`config.mk`:
```
export PLATFORM = sky130hd
export DESIGN_NAME = scmcl_rank_unit
export DESIGN_NICKNAME = d
export VERILOG_FILES = /design/src/design/scmcl_pkg.sv /design/src/design/scmcl_rank_unit.sv
export SDC_FILE = /design/constraint.sdc
export NUM_CORES = 1
export LEC_CHECK = 0
export BUFFER_PORTS_ARGS = -buffer_cell sky130_fd_sc_hd__buf_2
export CORE_MARGIN = 10
export CORE_UTILIZATION = 42
export DETAILED_ROUTE_END_ITERATION = 10
export MAX_ROUTING_LAYER = met4
export PLACE_DENSITY = 0.65
export SYNTH_ARGS = -nofsm -noshare
export SYNTH_HDL_FRONTEND = slang
export SYNTH_SLANG_ARGS = --single-unit
export TNS_END_PERCENT = 10
```
`constraint.sdc`:
```
create_clock -name vclk -period 5.86
set_input_delay 0 -clock vclk [all_inputs]
set_output_delay 0 -clock vclk [all_outputs]
set_load 0.02 [all_outputs]
```
`src/design/scmcl_pkg.sv`:
```
// ----------------------------------------------------------------------------
// scmcl_pkg
// Shared types, codes and helpers of the sparse cost matrix lookup unit.
// ----------------------------------------------------------------------------
package scmcl_pkg;

   localparam int IMG_AW   = 18;
   localparam int ID_W     = 12;
   localparam int CACHE_AW = 10;

   localparam logic [12:0] MAX_IDS      = 13'd4096;
   localparam logic [20:0] IMG_BYTE_LIM = 21'd1048576;

   typedef enum logic [1:0] {
      FUNC_WRITE  = 2'd0,
      FUNC_BUILD  = 2'd1,
      FUNC_LOOKUP = 2'd2,
      FUNC_CLEAR  = 2'd3
   } func_type;

   typedef enum logic [1:0] {
      STAT_OK       = 2'd0,
      STAT_OVERRUN  = 2'd1,
      STAT_MISALIGN = 2'd2,
      STAT_RANGE    = 2'd3
   } status_type;

   localparam logic [7:0] CSR_RESOLUTION   = 8'd0;
   localparam logic [7:0] CSR_ID_COUNT     = 8'd1;
   localparam logic [7:0] CSR_IMAGE_BYTES  = 8'd2;
   localparam logic [7:0] CSR_INVALID_COST = 8'd3;

   typedef enum logic [4:0] {
      S_CLEAR, S_IDLE,
      S_B_START, S_B_ROW, S_B_CS0, S_B_CS1, S_B_VS_CHK, S_B_VS0, S_B_VS1,
      S_B_CHUNK, S_B_COMP, S_B_VALS,
      S_L_START, S_L_TAG, S_L_RANK, S_L_DEF, S_L_VAL, S_L_MUL, S_L_WB
   } fsm_state_type;

   typedef struct packed {
      logic            valid;
      logic [ID_W-1:0] row;
      logic [ID_W-1:0] col;
      logic [31:0]     cost;
   } cache_line_type;

   typedef struct packed {
      logic [IMG_AW-1:0] chunk_wa;
      logic [IMG_AW-1:0] compact_wa;
      logic [15:0]       compact_size;
      logic [19:0]       values_off;
   } row_base_type;

   typedef struct packed {
      logic [31:0] word;
      logic [4:0]  bit_sel;
      logic        last;
   } rank_req_type;

   typedef struct packed {
      logic [5:0] ones;
      logic       hit_bit;
   } rank_rsp_type;

   function automatic logic [7:0] byte_sel(input logic [31:0] word, input logic [1:0] sel);
      logic [31:0] sh;
      sh = word >> {sel, 3'b000};
      return sh[7:0];
   endfunction

endpackage

```
`src/design/scmcl_rank_unit.sv`:
```
// ----------------------------------------------------------------------------
// scmcl_rank_unit
// Masked popcount of one bitmap word, shared by both rank levels.
// ----------------------------------------------------------------------------
module scmcl_rank_unit (
   input  scmcl_pkg::rank_req_type rank_req,
   output scmcl_pkg::rank_rsp_type rank_rsp
);

   logic [31:0] mask;
   logic [31:0] masked;
   logic [1:0]  s1 [16];
   logic [2:0]  s2 [8];
   logic [3:0]  s3 [4];
   logic [4:0]  s4 [2];

   // only the word holding the position is cut below it
   assign mask   = rank_req.last ? ((32'd1 << rank_req.bit_sel) - 32'd1) : '1;
   assign masked = rank_req.word & mask;

   always_comb begin
      for (int k = 0; k < 16; k++) begin
         s1[k] = {1'b0, masked[2*k]} + {1'b0, masked[2*k+1]};
      end
      for (int k = 0; k < 8; k++) begin
         s2[k] = {1'b0, s1[2*k]} + {1'b0, s1[2*k+1]};
      end
      for (int k = 0; k < 4; k++) begin
         s3[k] = {1'b0, s2[2*k]} + {1'b0, s2[2*k+1]};
      end
      for (int k = 0; k < 2; k++) begin
         s4[k] = {1'b0, s3[2*k]} + {1'b0, s3[2*k+1]};
      end
   end

   assign rank_rsp.ones    = {1'b0, s4[0]} + {1'b0, s4[1]};
   assign rank_rsp.hit_bit = rank_req.word[rank_req.bit_sel];

endmodule

```
==> out/results.md <==
| Parameter | Value |
|---|---|
| Element type at the critical path end | primary output |
| Syn Nets | 304 |
| Maximum VDD drop | 0.00173 V |
| Post-CTS repair timing setup buffer count | 0 |
| Sequential standard cell area | 0 µm² |
| Drt first pass iters | 5 |
| Crit path kind | primary input to primary output |
| Routed length per placed instance | 16.6 µm |
| Cell chain of the critical path | buf_2 > inv_1 > nand3_1 > ha_1 > buf_4 > nor2b_1 > a32oi_1 > o211ai_1 > nand2_1 > fa_1 > fa_1 > fa_1 > fa_1 > inv_1 > fa_1 > ha_1 > inv_1 > fa_1 > inv_1 > a21o_1 > a21oi_1 > xnor2_1 > buf_2 |
| Count of final hold-check violations | 0 |
| Adder and majority cell fraction of the synthesized area | 31.7% |
| Clock period minus final worst setup slack | 5.45 ns |
| Number of top-level pins | 45 |
| Vias per cell | 5.76 |
| Global-route wire length before repair | 8970 µm |
| Internal power consumption | 0.476 mW |
| XOR/XNOR share of the synthesized area | 1.91% |
| Tightest Pin Transition | 0.380 ns |
| Switching component of the power | 0.675 mW |
| Arrival time at the worst endpoint | 5.45 ns |
| GP Congestion | 1.00 |
| Synthesized cell area | 0.00183 mm² |
| Avg Inst Size Synth | 7.83 µm² |
| Part of the cycle the worst path needs | 92.9% |
| Worst hold path class | primary input to primary output |
| Setup slack at placement | 0.348 ns |
| Via count of the first global-routing pass | 1887 |
| Post-DP HPWL | 4560 µm |
| Final Setup Violations | 0 |
| Number of cells produced by synthesis | 234 |
| Die area | 0.00740 mm² |
| Crit path max-delay cell type | fa_1 |
| Relative slew slack | 74.4% |
| Seq/Total Area, Yosys | 0% |
| Area fraction in compound gates after synthesis | 23.6% |
| Effective utilization at floorplan | 44.5% |
| Worst Setup Start Kind | primary input |
| Residual DRC | 0 |
| Highest attainable clock frequency | 0.184 GHz |
| ANT nets after route | 0 |
| Number of library cell types mapped by synthesis | 46 |
| Multiplexer fraction of the synthesized cell area | 13.3% |
| Leading cell types by total area after synthesis | fa_1 (26%), inv_1 (7.8%), mux4_2 (7.4%) |
| CP most frequent cell | fa_1 |
| Core footprint | 0.00412 mm² |
| Post-route worst setup slack | 0.414 ns |
| Horizontal die dimension | 86.0 µm |
| Total design power | 1.15 mW |
| Portion of total power attributed to the clock network | 0% |
| Stage delay of the slowest cell on the critical path | 0.56 ns |
| Total number of vias | 1860 |
| Number of input and output port buffers inserted | 45 |
| Hold Slack | 0.637 ns |
| Commonest non-fill, non-tap cells in the layout | buf_2 (45), inv_1 (38), nand2_1 (33) |
| Iter 0 DRT Violations | 238 |
| Dominant combinational cell family by area after synthesis | adder cells |
| Maximum Capacitance Violations | 0 |
| Net count of the finished layout | 345 |
| Combinational share of power | 100.0% |
| Top cell type's share of synthesized area | 26.2% |
| Largest net degree at the start of global routing | 23 |
| Initial antenna violation count | 0 |
| Total congestion overflow | 0 |
| Chip Height | 86.0 µm |
| Yosys warning count | 0 |
| Cts-stage hold buffer count | 0 |
| Antenna Cells | 0 |
| Critical-path maximum fanout | 10 |
| Final Max Slew Viols | 0 |
| Count of clock buffers in the final design | 0 |
| Unrepaired setup endpoints after global routing | false |
| Sum of negative setup slack | 0 ns |
| Result of the run | complete, no violations |
| Dominant cell type by area after synthesis | fa_1 |
| Overall global routing resource usage | 14.6% |
| Layout Area Growth over Synthesis | 16.1% |
| Most common cell after layout, fill and taps aside | buf_2 |
| Total Wirelength | 5370 µm |
| Area taken by multi-input logic gates | 0.00161 mm² |
| Number of filler instances in the final layout | 423 |
| Simple-gate share of the synthesized area | 16.6% |
| Finished Core Util | 51.7% |
| Share of total power consumed by net switching | 58.7% |
| Sequential cell fraction of total power | 0% |
| Pwr dens | 541 mW/mm² |
| Cell row count | 23 |
| Number of flip-flops and latches | 0 |
| Data required time at the worst endpoint | 5.86 ns |
| Fraction of layout instances using a drive strength above 1 | 24.5% |
| Leakage power figure | 1.05 nW |
| Crit. Startpoint | rank_req[2] |
| Startpoint of the lowest-slack hold path | rank_req[5] |
kinds of logic after synthesis:
family / count (synthesis)
AO/OA/AOI/OAI: 65
XOR/XNOR: 4
adder cells (fa/ha/maj): 32
buffers and inverters: 56
multiplexers: 12
AND/OR/NAND/NOR: 65
through the flow:
| step | instances | cell area (µm²) |
|---|---|---|
| 2_1_floorplan | 234 | 1830 |
| 3_3_place_gp | 323 | 2120 |
| 3_5_place_dp | 323 | 2120 |
| 4_1_cts | 323 | 2120 |
| 5_1_grt | 323 | 2130 |
| 6_report | 323 | 2130 |
power by group through the flow:
| stage | Combinational, mW | Sequential, mW | Clock (mW) |
|---|---|---|---|
| floorplan | 0.877 | 0 | 0 |
| global placement | 1.16 | 0 | 0 |
| detailed placement | 1.18 | 0 | 0 |
| CTS | 1.18 | 0 | 0 |
| global route | 1.33 | 0 | 0 |
| finish | 1.15 | 0 | 0 |
per-layer routing:
metal | GRT usage [%] | vias to the layer above | wire length (µm)
li1 | - | 886 | -
met1 | 18.7 | 895 | 2150
met2 | 26.0 | 73 | 2880
met3 | 0.757 | 6 | 301
met4 | 0.449 | 0 | 36
met5 | - | - | 0
what timing repair did:
item	CTS	global route
setup endpoints to repair	0	1
gates resized for setup	0	3
endpoints found under the hold margin	0	0
worst max-delay path, delay by kind of cell:
| family | cells | cell delay, ns |
|---|---|---|
| simple gates | 3 | 0.50 |
| buf+inv | 7 | 0.89 |
| compound gates | 4 | 0.47 |
| xor+xnor | 1 | 0.13 |
| fa+ha+maj | 8 | 3.46 |
layout make-up:
type / instances / area share (%)
Multi-Input combinational cell: 178 / 75.5
Inverter: 38 / 6.71
Tap cell: 50 / 2.94
Timing Repair Buffer: 57 / 14.8
synthesized netlist by cell type (all sizes together), types with 2 or more instances:
master	count
a211oi	2
a21boi	4
a21o	3
a21oi	4
a31oi	7
and2	5
buf	8
clkbuf	10
fa	24
ha	8
inv	38
mux2i	3
mux4	9
nand2	33
nand2b	3
nand3	3
nor2	7
nor2b	5
nor3	3
o211ai	3
o21a	4
o21ai	23
o221ai	2
o31a	2
or2	2
xnor2	3
path summary, 6_finish.rpt:
check,cells past startpoint,slack [ns],to
worst max-delay path,23,0.41,rank_rsp[5]
worst min-delay path,5,0.64,rank_rsp[0]
(Power assumes the default switching activity.)
